$ cat config.mk
export PLATFORM = sky130hd
export DESIGN_NAME = ptgm_mul
export DESIGN_NICKNAME = d
export VERILOG_FILES = /design/src/rtl/core/assert_macros.svh /design/src/rtl/core/ptgm_pkg.sv /design/src/rtl/core/ptgm_mul.sv
export SDC_FILE = /design/constraint.sdc
export NUM_CORES = 2
export LEC_CHECK = 0
export ABC_AREA = 1
export BUFFER_PORTS_ARGS = -buffer_cell sky130_fd_sc_hd__buf_2
export CORE_UTILIZATION = 71
export CTS_CLUSTER_DIAMETER = 60
export CTS_CLUSTER_SIZE = 14
export DETAILED_ROUTE_END_ITERATION = 10
export PLACE_DENSITY = 0.9
export SLEW_MARGIN = 20
export SYNTH_ARGS = -nofsm -noshare
export SYNTH_HDL_FRONTEND = slang
export SYNTH_SLANG_ARGS = --single-unit
export TNS_END_PERCENT = 10
$ cat constraint.sdc
create_clock -name clock -period 10.1 [get_ports clock]
set_input_delay 0 -clock clock [delete_from_list [all_inputs] [get_ports clock]]
set_output_delay 0 -clock clock [all_outputs]
set_load 0.05 [all_outputs]
$ cat src/rtl/core/assert_macros.svh
// Assertion macros shared by the RTL. In synthesis builds they expand to nothing.
`ifndef ASSERT_MACROS_SVH
`define ASSERT_MACROS_SVH

`ifndef SYNTHESIS
`define ASSERT_PROP(lbl, clk, rst, prop) \
   lbl: assert property (@(posedge clk) disable iff (rst) prop) \
      else $error("assertion failed");
`define ASSERT_PROP_ALWAYS(lbl, clk, prop) \
   lbl: assert property (@(posedge clk) prop) \
      else $error("assertion failed");
`else
`define ASSERT_PROP(lbl, clk, rst, prop)
`define ASSERT_PROP_ALWAYS(lbl, clk, prop)
`endif

`endif

$ cat src/rtl/core/ptgm_pkg.sv
`timescale 1ns / 1ps
`default_nettype none

package ptgm_pkg;

   localparam int GRID_SIZE_DEF = 96;
   localparam int CPM_DEF       = 10;

   localparam int FUNC_W       = 2;
   localparam int CELL_INDEX_W = 14;
   localparam int COORD_W      = 16;
   localparam int VALUE_W      = 8;
   localparam int ROWS_W       = 7;
   localparam int CSR_ADDR_W   = 5;
   localparam int CSR_DATA_W   = 32;

   // Shared multiplier operand and product widths.
   localparam int MUL_A_W = 34;
   localparam int MUL_B_W = 18;
   localparam int MUL_P_W = MUL_A_W + MUL_B_W;

   // Rounding of the scaled Q.22 coordinate to a cell number.
   localparam int RND_W      = 41;
   localparam int RND_SHIFT  = 22;
   localparam int CELL_W     = RND_W - RND_SHIFT;
   localparam int POSE_SHIFT = 14;

   localparam logic [FUNC_W-1:0] FUNC_MARK = 2'd0;
   localparam logic [FUNC_W-1:0] FUNC_LOAD = 2'd1;
   localparam logic [FUNC_W-1:0] FUNC_READ = 2'd2;

   typedef enum logic [2:0] {
      ST_CLEAR,
      ST_IDLE,
      ST_MARK_MUL,
      ST_MARK_ROW,
      ST_READ_DIV,
      ST_READ_MEM,
      ST_RESULT
   } ptgm_state_type;

   typedef struct packed {
      logic signed [COORD_W-1:0] cos_heading;
      logic signed [COORD_W-1:0] sin_heading;
      logic signed [COORD_W-1:0] pose_x;
      logic signed [COORD_W-1:0] pose_y;
      logic [ROWS_W-1:0]         grid_rows;
      logic [ROWS_W-1:0]         grid_cols;
      logic                      pose_valid;
   } ptgm_cfg_type;

   typedef struct packed {
      logic base_we;
      logic base_re;
      logic mark_we;
      logic mark_clr;
      logic mark_re;
   } ptgm_mem_ctl_type;

endpackage

`default_nettype wire

$ cat src/rtl/core/ptgm_mul.sv
`timescale 1ns / 1ps
`default_nettype none

// Shared signed multiplier with a registered product.
module ptgm_mul
   import ptgm_pkg::*;
(
   input  logic                      clock,
   input  logic signed [MUL_A_W-1:0] a,
   input  logic signed [MUL_B_W-1:0] b,
   output logic signed [MUL_P_W-1:0] p
);

   logic signed [MUL_P_W-1:0] p_ff;
   logic signed [MUL_P_W-1:0] p_in;

   always_comb begin
      p_in = a * b;
   end

   always_ff @(posedge clock) begin
      p_ff <= p_in;
   end

   assign p = p_ff;

endmodule

`default_nettype wire

==> impl_metrics.json <==
{
  "vias": 19950,
  "dieArea_sq_um": 34900,
  "cts_tree": "built",
  "track_usage_pct": 40.0,
  "final_cell_area_sq_um": 25000,
  "nNetsFinal": 4009,
  "synthTopCellsByArea": "fa_1 (48%), inv_1 (17%), nand2_1 (15%)",
  "finalCritPeriodShare_pct": 58.2,
  "synthCells": 3270,
  "multiInputGateArea_sq_um": 18500,
  "worstSetupPathType": "in -> reg",
  "syn_area_per_cell_sq_um": 7.41,
  "hold_buffers": 0,
  "start_util_pct": 72.3,
  "cts_resized": 0,
  "ys_types": 26,
  "fp.dieW_um": 187,
  "grt_max_degree": 36,
  "final-seq-area_sq_um": 1040,
  "antenna_left": 0,
  "vias_per_cell": 5.40,
  "cts_max_level": 2,
  "globalplace.congestion": 0.941,
  "drt_first_pass_iters": 6,
  "drive_above_1_share_pct": 5.45,
  "seq_area_frac_synth_pct": 4.30,
  "startpoint_type": "input pin",
  "design.core.area_sq_um": 33500,
  "synth_warnings": 0,
  "die_y_um": 187,
  "worstPathRequired_ps": 10280,
  "row_count": 67,
  "cts_setup_buffers": 0,
  "grt_pass1_vias": 22404,
  "drtIter0Drc": 1466,
  "path_clk_slew_ps": 80,
  "max_freq_mhz": 170,
  "hold_ws_ps": 162,
  "syn_area_sq_um": 24200,
  "fin_crit_ps": 5870,
  "fin_tns_setup_ps": 0,
  "hold_class": "in -> reg",
  "max_slew_margin_pct": 27.5,
  "clock_sinks": 52,
  "end_kind": "flop",
  "syn_nets": 4033,
  "areaGrowthSynthToFinish_pct": 3.06,
  "synth_top_area_share_pct": 48.3,
  "worst_pin_slew_ps": 1090,
  "antennaDiodeCount": 0,
  "setup_viol": 0,
  "cts_buffer_depth": 2,
  "outcome": "completed",
  "dp_hpwl_um": 54000,
  "drv_slew": 0,
  "ctsRootBufferMaster": "clkbuf_16",
  "routedWlPerCell_um": 17.8,
  "gr-total-overflow": 0,
  "largest_register_ffs": 52,
  "worst-path-max-fanout": 34,
  "maxCapViolCount": 0,
  "numCtsBuffers": 5,
  "synth_seq_cells": 52,
  "rsz0062_at_grt": "false",
  "hold_viol": 0,
  "wl_um": 65600,
  "yosysTopAreaCell": "fa_1",
  "grt_pass1_wl_um": 109000,
  "io_pins": 105,
  "antenna_found_initial": 0,
  "portBuffers": 104,
  "n_fill_cell": 2474,
  "drc": 0,
  "crit_arrival_ps": 6050,
  "place_area_sq_um": 24800
}
==> layout by cell type, fill, tap and decap left out <==
cell / Yosys / layout
inv_8: 0 / 1
nor2_1: 80 / 80
xor2_1: 28 / 28
nand2_1: 1000 / 1000
xnor2_1: 3 / 3
nand3_2: 2 / 2
inv_2: 11 / 11
clkinvlp_4: 0 / 1
o21bai_1: 4 / 4
nand4_1: 16 / 16
nand3b_1: 3 / 3
nand2_2: 16 / 16
or2_2: 6 / 6
buf_4: 0 / 4
clkinv_4: 0 / 1
dfxtp_1: 52 / 52
o21a_1: 2 / 2
o21ai_0: 1 / 1
nor2_4: 5 / 5
inv_1: 1091 / 1091
buf_2: 0 / 104
ha_1: 125 / 125
clkinv_1: 1 / 1
clkbuf_16: 0 / 5
nand3_1: 48 / 48
fa_1: 585 / 585
a21oi_1: 26 / 26
nor2_2: 16 / 16
nor3_2: 5 / 5
nor3_1: 5 / 5
==> final timing paths <==
kind | startpoint | end | depth (start not counted)
setup / recovery | b[9] | p[31] | 21
hold / removal | a[0] | p[0] | 3
==> cell usage after synthesis, drive strengths merged <==
| cell type | instances |
|---|---|
| or2 | 6 |
| a21oi | 26 |
| nand4 | 16 |
| xor2 | 28 |
| clkbuf | 125 |
| ha | 125 |
| nand3 | 50 |
| nand3b | 3 |
| o21ai | 1 |
| nor2 | 101 |
| fa | 585 |
| clkinv | 1 |
| inv | 1102 |
| nor3 | 10 |
| xnor2 | 3 |
| buf | 14 |
| o21bai | 4 |
| nand2 | 1016 |
| o21a | 2 |
| dfxtp | 52 |
==> area by class of cell <==
cell class	count	share of cell area, %
multi-input combinational	1976	74.2
inverter	1103	16.6
sequential	52	4.17
tap	448	2.24
timing repair buffer	108	2.20
clock buffer	5	0.501
clock inverter	3	0.110
==> cell families after synthesis <==
group / Yosys count / share of synthesized area (%)
buf+inv: 1242 / 19.2
simple gates: 1202 / 19.8
fa+ha+maj: 710 / 54.8
flops: 52 / 4.30
compound gates: 33 / 0.743
xor+xnor: 31 / 1.12
==> layer usage <==
| layer | part of all wire [%] | global-route usage (%) | vias up |
|---|---|---|---|
| met3 | 8.5 | 6.06 | 348 |
| met1 | 34 | 45.7 | 9647 |
| met4 | 5.5 | 20.3 | 0 |
| met5 | 0 | 0 | - |
| li1 | - | - | 8804 |
| met2 | 52 | 72.8 | 1151 |
==> critical path, stage by stage <==
cell and delay [ps]:
buf_2 790, nand2_1 220, fa_1 610, inv_1 60, fa_1 480, fa_1 580
fa_1 430, fa_1 490, inv_1 50, fa_1 510, inv_1 60, ha_1 420
nand2_1 150, nor2_2 190, inv_2 100, nor2_2 150, nand2_1 70, nand2_1 100
inv_1 50, nand2_1 150, xor2_1 340
==> metrics by stage <==
stage	setup WS (ps)	instances	util (%)
floorplan	4760	3270	-
global placement	4100	3687	74.0
detailed placement	3990	3687	74.0
CTS	4290	3695	74.5
global route	3870	3695	74.5
finish	4230	3695	74.5
Power is not shown: default switching activity piles up to over one toggle a cycle in this logic, so the estimate is an artifact.
