==> src/rtl/core/assert_macros.svh <==
// Assertion macros shared by the RTL. In synthesis builds they expand to nothing.
`ifndef ASSERT_MACROS_SVH
`define ASSERT_MACROS_SVH

`ifndef SYNTHESIS
`define ASSERT_PROP(lbl, clk, rst, prop) \
   lbl: assert property (@(posedge clk) disable iff (rst) prop) \
      else $error("assertion failed");
`define ASSERT_PROP_ALWAYS(lbl, clk, prop) \
   lbl: assert property (@(posedge clk) prop) \
      else $error("assertion failed");
`else
`define ASSERT_PROP(lbl, clk, rst, prop)
`define ASSERT_PROP_ALWAYS(lbl, clk, prop)
`endif

`endif

==> src/rtl/core/ptgm_pkg.sv <==
`timescale 1ns / 1ps
`default_nettype none

package ptgm_pkg;

   localparam int GRID_SIZE_DEF = 96;
   localparam int CPM_DEF       = 10;

   localparam int FUNC_W       = 2;
   localparam int CELL_INDEX_W = 14;
   localparam int COORD_W      = 16;
   localparam int VALUE_W      = 8;
   localparam int ROWS_W       = 7;
   localparam int CSR_ADDR_W   = 5;
   localparam int CSR_DATA_W   = 32;

   // Shared multiplier operand and product widths.
   localparam int MUL_A_W = 34;
   localparam int MUL_B_W = 18;
   localparam int MUL_P_W = MUL_A_W + MUL_B_W;

   // Rounding of the scaled Q.22 coordinate to a cell number.
   localparam int RND_W      = 41;
   localparam int RND_SHIFT  = 22;
   localparam int CELL_W     = RND_W - RND_SHIFT;
   localparam int POSE_SHIFT = 14;

   localparam logic [FUNC_W-1:0] FUNC_MARK = 2'd0;
   localparam logic [FUNC_W-1:0] FUNC_LOAD = 2'd1;
   localparam logic [FUNC_W-1:0] FUNC_READ = 2'd2;

   typedef enum logic [2:0] {
      ST_CLEAR,
      ST_IDLE,
      ST_MARK_MUL,
      ST_MARK_ROW,
      ST_READ_DIV,
      ST_READ_MEM,
      ST_RESULT
   } ptgm_state_type;

   typedef struct packed {
      logic signed [COORD_W-1:0] cos_heading;
      logic signed [COORD_W-1:0] sin_heading;
      logic signed [COORD_W-1:0] pose_x;
      logic signed [COORD_W-1:0] pose_y;
      logic [ROWS_W-1:0]         grid_rows;
      logic [ROWS_W-1:0]         grid_cols;
      logic                      pose_valid;
   } ptgm_cfg_type;

   typedef struct packed {
      logic base_we;
      logic base_re;
      logic mark_we;
      logic mark_clr;
      logic mark_re;
   } ptgm_mem_ctl_type;

endpackage

`default_nettype wire

==> src/rtl/core/ptgm_csr.sv <==
`timescale 1ns / 1ps
`default_nettype none

// Configuration registers behind a simple APB-style port.
module ptgm_csr
   import ptgm_pkg::*;
(
   input  logic                  clock,
   input  logic                  reset,
   input  logic                  psel,
   input  logic                  penable,
   input  logic                  pwrite,
   input  logic [CSR_ADDR_W-1:0] paddr,
   input  logic [CSR_DATA_W-1:0] pwdata,
   output logic [CSR_DATA_W-1:0] prdata,
   output logic                  pready,
   output ptgm_cfg_type          cfg
);

   localparam logic [2:0] REG_COS_HEADING = 3'd0;
   localparam logic [2:0] REG_SIN_HEADING = 3'd1;
   localparam logic [2:0] REG_POSE_X      = 3'd2;
   localparam logic [2:0] REG_POSE_Y      = 3'd3;
   localparam logic [2:0] REG_GRID_ROWS   = 3'd4;
   localparam logic [2:0] REG_GRID_COLS   = 3'd5;
   localparam logic [2:0] REG_POSE_VALID  = 3'd6;

   ptgm_cfg_type cfg_ff;
   ptgm_cfg_type cfg_in;
   logic [2:0]   reg_index;
   logic         wr_en;

   assign reg_index = paddr[4:2];
   assign wr_en     = psel && penable && pwrite;

   always_comb begin
      cfg_in = cfg_ff;
      if (wr_en) begin
         case (reg_index)
            REG_COS_HEADING: cfg_in.cos_heading = pwdata[COORD_W-1:0];
            REG_SIN_HEADING: cfg_in.sin_heading = pwdata[COORD_W-1:0];
            REG_POSE_X:      cfg_in.pose_x      = pwdata[COORD_W-1:0];
            REG_POSE_Y:      cfg_in.pose_y      = pwdata[COORD_W-1:0];
            REG_GRID_ROWS:   cfg_in.grid_rows   = pwdata[ROWS_W-1:0];
            REG_GRID_COLS:   cfg_in.grid_cols   = pwdata[ROWS_W-1:0];
            REG_POSE_VALID:  cfg_in.pose_valid  = pwdata[0];
            default: ;
         endcase
      end
   end

   always_ff @(posedge clock) begin
      if (reset) begin
         cfg_ff.cos_heading <= 16'sd16384;
         cfg_ff.sin_heading <= '0;
         cfg_ff.pose_x      <= '0;
         cfg_ff.pose_y      <= '0;
         cfg_ff.grid_rows   <= 7'd96;
         cfg_ff.grid_cols   <= 7'd96;
         cfg_ff.pose_valid  <= 1'b0;
      end else begin
         cfg_ff <= cfg_in;
      end
   end

   always_comb begin
      case (reg_index)
         REG_COS_HEADING: prdata = CSR_DATA_W'(unsigned'(cfg_ff.cos_heading));
         REG_SIN_HEADING: prdata = CSR_DATA_W'(unsigned'(cfg_ff.sin_heading));
         REG_POSE_X:      prdata = CSR_DATA_W'(unsigned'(cfg_ff.pose_x));
         REG_POSE_Y:      prdata = CSR_DATA_W'(unsigned'(cfg_ff.pose_y));
         REG_GRID_ROWS:   prdata = CSR_DATA_W'(cfg_ff.grid_rows);
         REG_GRID_COLS:   prdata = CSR_DATA_W'(cfg_ff.grid_cols);
         REG_POSE_VALID:  prdata = CSR_DATA_W'(cfg_ff.pose_valid);
         default:         prdata = '0;
      endcase
   end

   assign pready = 1'b1;
   assign cfg    = cfg_ff;

endmodule

`default_nettype wire

==> config.mk <==
export PLATFORM = sky130hd
export DESIGN_NAME = ptgm_csr
export DESIGN_NICKNAME = d
export VERILOG_FILES = /design/src/rtl/core/assert_macros.svh /design/src/rtl/core/ptgm_pkg.sv /design/src/rtl/core/ptgm_csr.sv
export SDC_FILE = /design/constraint.sdc
export NUM_CORES = 1
export LEC_CHECK = 0
export ABC_AREA = 1
export BUFFER_PORTS_ARGS = -buffer_cell sky130_fd_sc_hd__buf_2
export CAP_MARGIN = 10
export CELL_PAD_IN_SITES_DETAIL_PLACEMENT = 1
export CELL_PAD_IN_SITES_GLOBAL_PLACEMENT = 2
export CORE_MARGIN = 3
export CORE_UTILIZATION = 25
export CTS_CLUSTER_SIZE = 10
export DETAILED_ROUTE_END_ITERATION = 12
export PLACE_DENSITY_LB_ADDON = 0.1
export SLEW_MARGIN = 20
export SYNTH_ARGS = -nofsm -noshare
export SYNTH_HDL_FRONTEND = slang
export SYNTH_SLANG_ARGS = --single-unit
==> constraint.sdc <==
create_clock -name clock -period 1.3 [get_ports clock]
set_input_delay 0 -clock clock [delete_from_list [all_inputs] [get_ports clock]]
set_output_delay 0 -clock clock [all_outputs]
set_load 0.03 [all_outputs]
==> qor.csv, run 1 <==
metric,value,unit
run_status,finished clean,
layout.nets,824,
grt_pass1_wl,24.51,mm
viasPerCell,4.448,
final-seq-area,0.001603,mm²
wl_per_cell,16.22,µm
cp.arrival,1.22,ns
insertedDiodeCount,0,
final-setup-viol-count,0,
n_fill_cell,2128,
path_common_cell,nand2_1,
syn_avg_cell_area,6.229,µm²
grt_max_degree,80,
row_count,46,
ant_nets,0,
largest_reg_flops,79,
cts_sinks,79,
dr.first_iter.drc_count,258,
port_buffers,118,
power_density,1081,mW/mm²
path_buf_inv,1,
htreeDepth,3,
finalCriticalPeriod,1.224,ns
area.growth.synth_to_final,34.14,%
fp.dieH,134.2,µm
antenna_found_initial,0,
max_freq,817.0,MHz
layout.cells.non_filler,1002,
min_from,pwdata[13],
cpPeakStageDelay,0.34,ns
synth_top_area_cell,dfxtp_1,
synth_area,0.004111,mm²
vias,4457,
fin_crit_sh,94.16,%
clk_pin_slew,0.06,ns
cts_tree,done,
skew,0,ns
drc,0,
fin_hold_ws,0.03796,ns
synth-seq-cells,79,
r2r_start,cfg[20]$_SDFFE_PP0P_,
hold_viol_final,0,
cp_cell_sequence,nand3_1 > nand2_1 > nor2_2 > nand2_1 > buf_4,
leakage,2.743,nW
grt_overflow,0,
top_usage_layer,met2,
drtPass1Iterations,4,
dp_hpwl,11.79,mm
clkLatencyLatePin,0.34,ns
ff2ff_setup_slack,0.68,ns
met2_usage,27.21,%
start_util,25.70,%
ys_types,20,
io_pins,154,
setup_tns,0,ns
die_w,134.2,µm
worstPathMaxFanout,3,
crit_family,simple AND/OR/NAND/NOR gates,
worstSetupPathType,flip-flop to output pin,
grt_util_met3,3.263,%
required,1.30,ns
gp_routability_congestion,0.8308,
drv_cap,0,
ys_warn_count,0,
multi_input_area,0.002126,mm²
totalWireLength,16.26,mm
holdPathStages,5,
use_met1,25.39,%
drive_gt1_share,26.59,%
postLayoutCoreUtil,34.47,%
min_to,cfg[28]$_SDFFE_PP0P_,
cts_made_buffers,9,
core,0.01600,mm²
synthCells,660,
clock_path_buffers,2,
yosys.area.top_type_share,38.47,%
netlist_top_cells_area,"dfxtp_1, nand2_1, nor2_1, nand3_1, buf_4",
dp_cells,981,
grt_util_all_layers,17.82,%
r2r-end,cfg[20]$_SDFFE_PP0P_,
crit_path_end_kind,output pin,
ir_drop,0.6399,mV
grt_pass1_vias,4298,
worstRegToRegCells,2,
seq_area_frac_synth,38.47,%
hp-class,input pin to flip-flop,
slowest_stage,dfxtp_2,
die_area,0.01802,mm²
ctsRootBufferMaster,clkbuf_16,
slew_violations,0,
startpoint_type,flip-flop,
==> how the worst max path moves through the flow <==
stage,from,to,slack [ns],depth (start not counted)
6_report,cfg[69]$_SDFFE_PP0P_,prdata[6],0.08,5
5_1_grt,cfg[21]$_SDFFE_PP0P_,prdata[6],-0.008,5
4_1_cts,cfg[21]$_SDFFE_PP0P_,prdata[6],0.0008,5
3_5_place_dp,paddr[3],prdata[1],0.08,7
3_3_place_gp,paddr[2],prdata[5],0.11,10
2_1_floorplan,paddr[2],prdata[11],0.28,9
==> worst min-delay path, cell delays in order <==
cell,delay (ns)
buf_2,0.07
inv_1,0.08
nand2_1,0.08
nand2_1,0.05
nor2_1,0.07
==> layout by cell type, fill, tap and decap left out, types with 10 or more instances in the layout <==
cell,count
nand3_1,72
buf_4,21
nand4_1,14
clkbuf_16,10
inv_1,42
nand2_1,202
conb_1,17
nor2_1,157
nor2_4,10
buf_12,11
dfxtp_2,14
buf_2,108
dfxtp_1,64
==> through the flow <==
| stage | power, mW | setup slack (ns) | cell area (µm²) |
|---|---|---|---|
| after floorplan | 3.020 | 0.2839 | 4168 |
| final | 5.962 | 0.07595 | 5515 |
| after detailed placement | 3.230 | 0.08283 | 5002 |
| after global placement | 3.218 | 0.1051 | 5002 |
| after global routing | 6.212 | -0.007655 | 5515 |
| after CTS | 6.035 | 0.0007737 | 5368 |
==> metal layers <==
| metal | up-vias | share of wire (%) | wire length, µm |
|---|---|---|---|
| met2 | 86 | 46 | 7424 |
| met3 | 13 | 3.6 | 586 |
| li1 | 2235 | - | - |
| met4 | 0 | 1.3 | 205 |
| met5 | - | 0 | 0 |
| met1 | 2123 | 49 | 8038 |
==> repair_timing <==
| action | 4_1_cts | 5_1_grt |
|---|---|---|
| gates resized for setup | 9 | 46 |
| endpoints found under the hold margin | 5 | 0 |
| pin swaps | 0 | 11 |
| cloned | 0 | 1 |
| hold buffers | 3 | 0 |
| setup buffers | 0 | 2 |
| endpoints found under the setup margin | 6 | 11 |
==> report_power, final <==
group	switching [mW]	internal [mW]
sequential	0.0279	2.45
clock	1.03	1.73
combinational	0.513	0.212
total	1.57	4.39
==> Yosys cell counts <==
cell,n
nand2_1,209
nor2_1,166
dfxtp_1,79
nand3_1,75
inv_1,42
buf_4,26
nand4_1,14
buf_2,13
buf_1,7
buf_6,5
inv_2,5
nor2_4,5
nor2_2,3
o21ai_0,3
clkbuf_1,2
conb_1,2
a21oi_1,1
clkbuf_8,1
nand2_2,1
nand3_2,1
==> cells by family after synthesis <==
kind of cell / count (synthesis) / synth area share, %
AOI/OAI and AO/OA: 4 / 0.4867
buffers and inverters: 101 / 13.15
DFF: 79 / 38.47
other: 2 / 0.1827
and+or+nand+nor: 474 / 47.72
==> area by class of cell <==
class                      count  area share (%)
inverter                      47           3.199
multi-input combinational    495           38.54
tap                          216           4.900
clock inverter                 3           1.225
timing repair buffer         150           18.60
sequential                    79           29.06
clock buffer                  12           4.469
Note: power is estimated with default switching activity, not from simulation.
==> inputs of run 2 (changes only) <==
CELL_PAD_IN_SITES_DETAIL_PLACEMENT = 2   (was 1)
CTS_BUF_LIST = sky130_fd_sc_hd__clkbuf_16   (was unset)
==> qor.csv, run 2 (synthesis gave the netlist of run 1 again) <==
metric,value,unit
port_buffers,118,
layout_common_cells,"nand2_1, nor2_1, buf_2, nand3_1, dfxtp_1",
layout.nets,825,
area.growth.synth_to_final,33.60,%
startpoint_type,flip-flop,
grt_util_all_layers,19.16,%
ant_nets,0,
n_fill_cell,2005,
run_status,finished clean,
r2r_start,cfg[48]$_SDFFE_PP0P_,
gp_routability_congestion,0.8308,
required,1.30,ns
start_util,25.70,%
vias,4572,
largest_reg_flops,79,
drc,0,
clk_pin_slew,0.06,ns
rsz0062_at_grt,true,
drv_cap,0,
hp-class,input pin to flip-flop,
ff2ff_setup_slack,0.65,ns
fin_hold_ws,0.04725,ns
grt_overflow,0,
dp_hpwl,12.84,mm
io_pins,154,
worstSetupPathType,flip-flop to output pin,
cts_tree,done,
drive_gt1_share,25.83,%
totalWireLength,17.44,mm
core,0.01600,mm²
die_area,0.01802,mm²
dp_cells,981,
cts_sinks,79,
crit_path_end_kind,output pin,
worstPathMaxFanout,3,
fin_crit_sh,96.40,%
pre_cts_ws,0.06747,ns
ctsRootBufferMaster,clkbuf_16,
clock_path_buffers,2,
drtPass1Iterations,4,
cp.arrival,1.25,ns
max_freq,798.0,MHz
clkLatencyLatePin,0.34,ns
fin_ws,0.04684,ns
power_density,1075,mW/mm²
fp.dieH,134.2,µm
wl_per_cell,17.40,µm
hold_viol_final,0,
slew_violations,0,
layout_commonest_cell,nand2_1,
leakage,2.748,nW
holdPathStages,5,
final-setup-viol-count,0,
min_from,pwdata[8],
layout.cells.non_filler,1002,
viasPerCell,4.563,
grt_pass1_wl,26.48,mm
skew,0,ns
worstRegToRegCells,2,
row_count,46,
dr.first_iter.drc_count,133,
grt_pass1_vias,4724,
ir_drop,0.6296,mV
grt_max_degree,80,
cts_made_buffers,9,
insertedDiodeCount,0,
antenna_found_initial,0,
min_to,cfg[23]$_SDFFE_PP0P_,
finalCriticalPeriod,1.253,ns
r2r-end,cfg[48]$_SDFFE_PP0P_,
die_w,134.2,µm
htreeDepth,3,
[run 2: metal layers]
| layer | vias up | global-route usage [%] | routed length, µm |
|---|---|---|---|
| li1 | 2236 | - | - |
| met1 | 2216 | 26.62 | 8236 |
| met4 | 0 | 6.957 | 378 |
| met2 | 96 | 30.56 | 8245 |
| met5 | - | 0 | 0 |
| met3 | 24 | 2.363 | 577 |
[run 2: area by class of cell]
type                       instances  area [µm²]  area share [%]
multi-input combinational        495        2098           38.20
sequential                        79        1598           29.09
timing repair buffer             151        1049           19.09
tap                              216       270.3           4.920
clock buffer                       9       225.2           4.100
inverter                          47       176.4           3.212
clock inverter                     5       76.32           1.390
[run 2: worst max-delay path, cell delays in order (launching register included)]
cell and delay, ns:
dfxtp_1 0.35, nand4_1 0.10, nand2_1 0.07, nor2_2 0.15
nand2_1 0.07, clkbuf_4 0.18
[run 2: how the worst max path moves through the flow]
stage,startpoint,end,slack [ns]
floorplan,paddr[2],prdata[11],0.28
global placement,paddr[2],prdata[5],0.11
detailed placement,paddr[3],cfg[66]$_SDFFE_PP0P_,0.07
CTS,cfg[4]$_SDFFE_PP0P_,prdata[3],0.003
global route,cfg[3]$_SDFFE_PP0P_,prdata[2],-0.01
finish,cfg[3]$_SDFFE_PP0P_,prdata[2],0.05
[run 2: repair_timing]
| action | CTS | global route |
|---|---|---|
| pin swaps | 0 | 4 |
| hold endpoints to repair | 5 | 0 |
| resized for setup | 12 | 29 |
| buffers inserted | 0 | 2 |
| cloned | 0 | 2 |
| hold buffers | 3 | 0 |
| endpoints found under the setup margin | 6 | 12 |
[run 2: where the power goes]
group / leakage (nW) / internal, mW / switching [mW]
Combinational: 1.96 / 0.215 / 0.522
Clock: 0.149 / 1.65 / 1.03
Sequential: 0.644 / 2.45 / 0.0284
Total: 2.75 / 4.32 / 1.59
[run 2: stage by stage]
| step | power (mW) | util [%] | area, µm² | setup TNS [ns] |
|---|---|---|---|---|
| after floorplan | 3.020 | - | 4168 | 0 |
| final | 5.905 | 34.33 | 5493 | 0 |
| after CTS | 5.953 | 33.51 | 5361 | 0 |
| after global routing | 6.175 | 34.33 | 5493 | -0.01598 |
| after global placement | 3.218 | 31.26 | 5002 | 0 |
| after detailed placement | 3.239 | 31.26 | 5002 | 0 |
==> inputs of run 3 (changes only) <==
CTS_BUF_LIST = unset   (was sky130_fd_sc_hd__clkbuf_16)
==> qor.csv, run 3 (synthesis gave the netlist of run 1 again) <==
metric,value,unit
run_status,finished clean,
drv_cap,0,
insertedDiodeCount,0,
gp_routability_congestion,0.8308,
final_area,0.005493,mm²
worstSetupPathType,flip-flop to output pin,
clock_power_share,45.6,%
layout.nets,825,
drc,0,
clock_path_buffers,2,
cts_sinks,79,
grt_pass1_wl,26.48,mm
grt_max_degree,80,
grt_pass1_vias,4724,
drive_gt1_share,25.83,%
skew,0,ns
ant_nets,0,
clk_pin_slew,0.06,ns
clkLatencyLatePin,0.34,ns
hp-class,input pin to flip-flop,
io_pins,154,
p_sw_share,26.81,%
fp.dieH,134.2,µm
ff2ff_setup_slack,0.65,ns
finalPower,5.913,mW
power_frac_seq,42.0,%
cp.arrival,1.25,ns
r2r_start,cfg[48]$_SDFFE_PP0P_,
fin_crit_sh,96.40,%
setup_tns,0,ns
slew_violations,0,
vias,4572,
grt_util_all_layers,19.16,%
start_util,25.70,%
area.growth.synth_to_final,33.60,%
die_area,0.01802,mm²
crit_path_end_kind,output pin,
cts_tree,done,
htreeDepth,3,
die_w,134.2,µm
row_count,46,
p_sw,1.585,mW
finalCriticalPeriod,1.253,ns
power_density,1076,mW/mm²
leakage,2.744,nW
dr.first_iter.drc_count,132,
port_buffers,118,
final-setup-viol-count,0,
ir_drop,0.6296,mV
layout_commonest_cell,nand2_1,
grt_overflow,0,
largest_reg_flops,79,
startpoint_type,flip-flop,
hold_viol_final,0,
cts_made_buffers,9,
comb_power_share,12.5,%
wl_per_cell,17.40,µm
drtPass1Iterations,4,
required,1.30,ns
dp_hpwl,12.84,mm
internal-power,4.327,mW
rsz0062_at_grt,true,
ctsRootBufferMaster,clkbuf_16,
max_freq,798.0,MHz
post_dp_cell_area,0.005002,mm²
worstRegToRegCells,2,
totalWireLength,17.44,mm
layout_common_cells,"nand2_1, nor2_1, buf_2, nand3_1, dfxtp_1",
worstSetupEndpoint,prdata[2],
worstPathMaxFanout,3,
antenna_found_initial,0,
crit_start,cfg[3]$_SDFFE_PP0P_,
viasPerCell,4.563,
r2r-end,cfg[48]$_SDFFE_PP0P_,
core,0.01600,mm²
## run 3: critical path, cell delays in order (launching register included)
cell      delay, ns
dfxtp_1        0.35
nand4_1        0.10
nand2_1        0.07
nor2_2         0.15
nand2_1        0.07
clkbuf_4       0.18
## run 3: area by class of cell
class                      count  area (µm²)
sequential                    79        1598
timing repair buffer         151        1049
clock buffer                  10       229.0
inverter                      47       176.4
clock inverter                 4       72.57
multi-input combinational    495        2098
tap                          216       270.3
fill                        2005       10510
## run 3: power groups by stage
stage / logic (mW) / registers [mW] / clock network, mW
2_1_floorplan: 0.432 / 2.59 / 0
3_3_place_gp: 0.685 / 2.53 / 0
3_5_place_dp: 0.704 / 2.54 / 0
4_1_cts: 0.716 / 2.48 / 2.76
5_1_grt: 0.806 / 2.48 / 2.89
6_report: 0.737 / 2.48 / 2.69
## run 3: per-layer routing
| metal | share of wire, % | global-route usage [%] | routed length (µm) | up-vias |
|---|---|---|---|---|
| li1 | - | - | - | 2236 |
| met2 | 47 | 30.56 | 8245 | 96 |
| met1 | 47 | 26.62 | 8236 | 2216 |
| met3 | 3.3 | 2.363 | 577 | 24 |
| met5 | 0 | 0 | 0 | - |
| met4 | 2.2 | 6.957 | 378 | 0 |
## run 3: per-stage QoR
stage	std cells	hold slack (ns)	setup slack (ns)	utilization, %
6_report	1002	0.04748	0.04684	34.33
5_1_grt	1002	0.08556	-0.01426	34.33
4_1_cts	998	0.04879	0.003442	33.51
3_5_place_dp	981	0.2529	0.06747	31.26
3_3_place_gp	981	0.2533	0.1051	31.26
2_1_floorplan	675	0.1261	0.2839	-
## run 3: repair_timing
item | in CTS | in global routing
resized for setup | 12 | 29
hold endpoints to repair | 5 | 0
pin swaps | 0 | 4
gates cloned | 0 | 2
endpoints found under the setup margin | 6 | 12
hold buffers | 3 | 0
setup buffers | 0 | 2
## run 3: how the worst min path moves through the flow
stage | cells past startpoint | startpoint | slack [ns] | end
5_1_grt | 5 | pwdata[10] | 0.09 | cfg[25]$_SDFFE_PP0P_
2_1_floorplan | 2 | pwdata[5] | 0.13 | cfg[13]$_SDFFE_PP1P_
3_5_place_dp | 3 | pwdata[14] | 0.25 | cfg[77]$_SDFFE_PP1P_
4_1_cts | 5 | pwdata[10] | 0.05 | cfg[25]$_SDFFE_PP0P_
6_report | 5 | pwdata[8] | 0.05 | cfg[23]$_SDFFE_PP0P_
3_3_place_gp | 3 | pwdata[14] | 0.25 | cfg[77]$_SDFFE_PP1P_
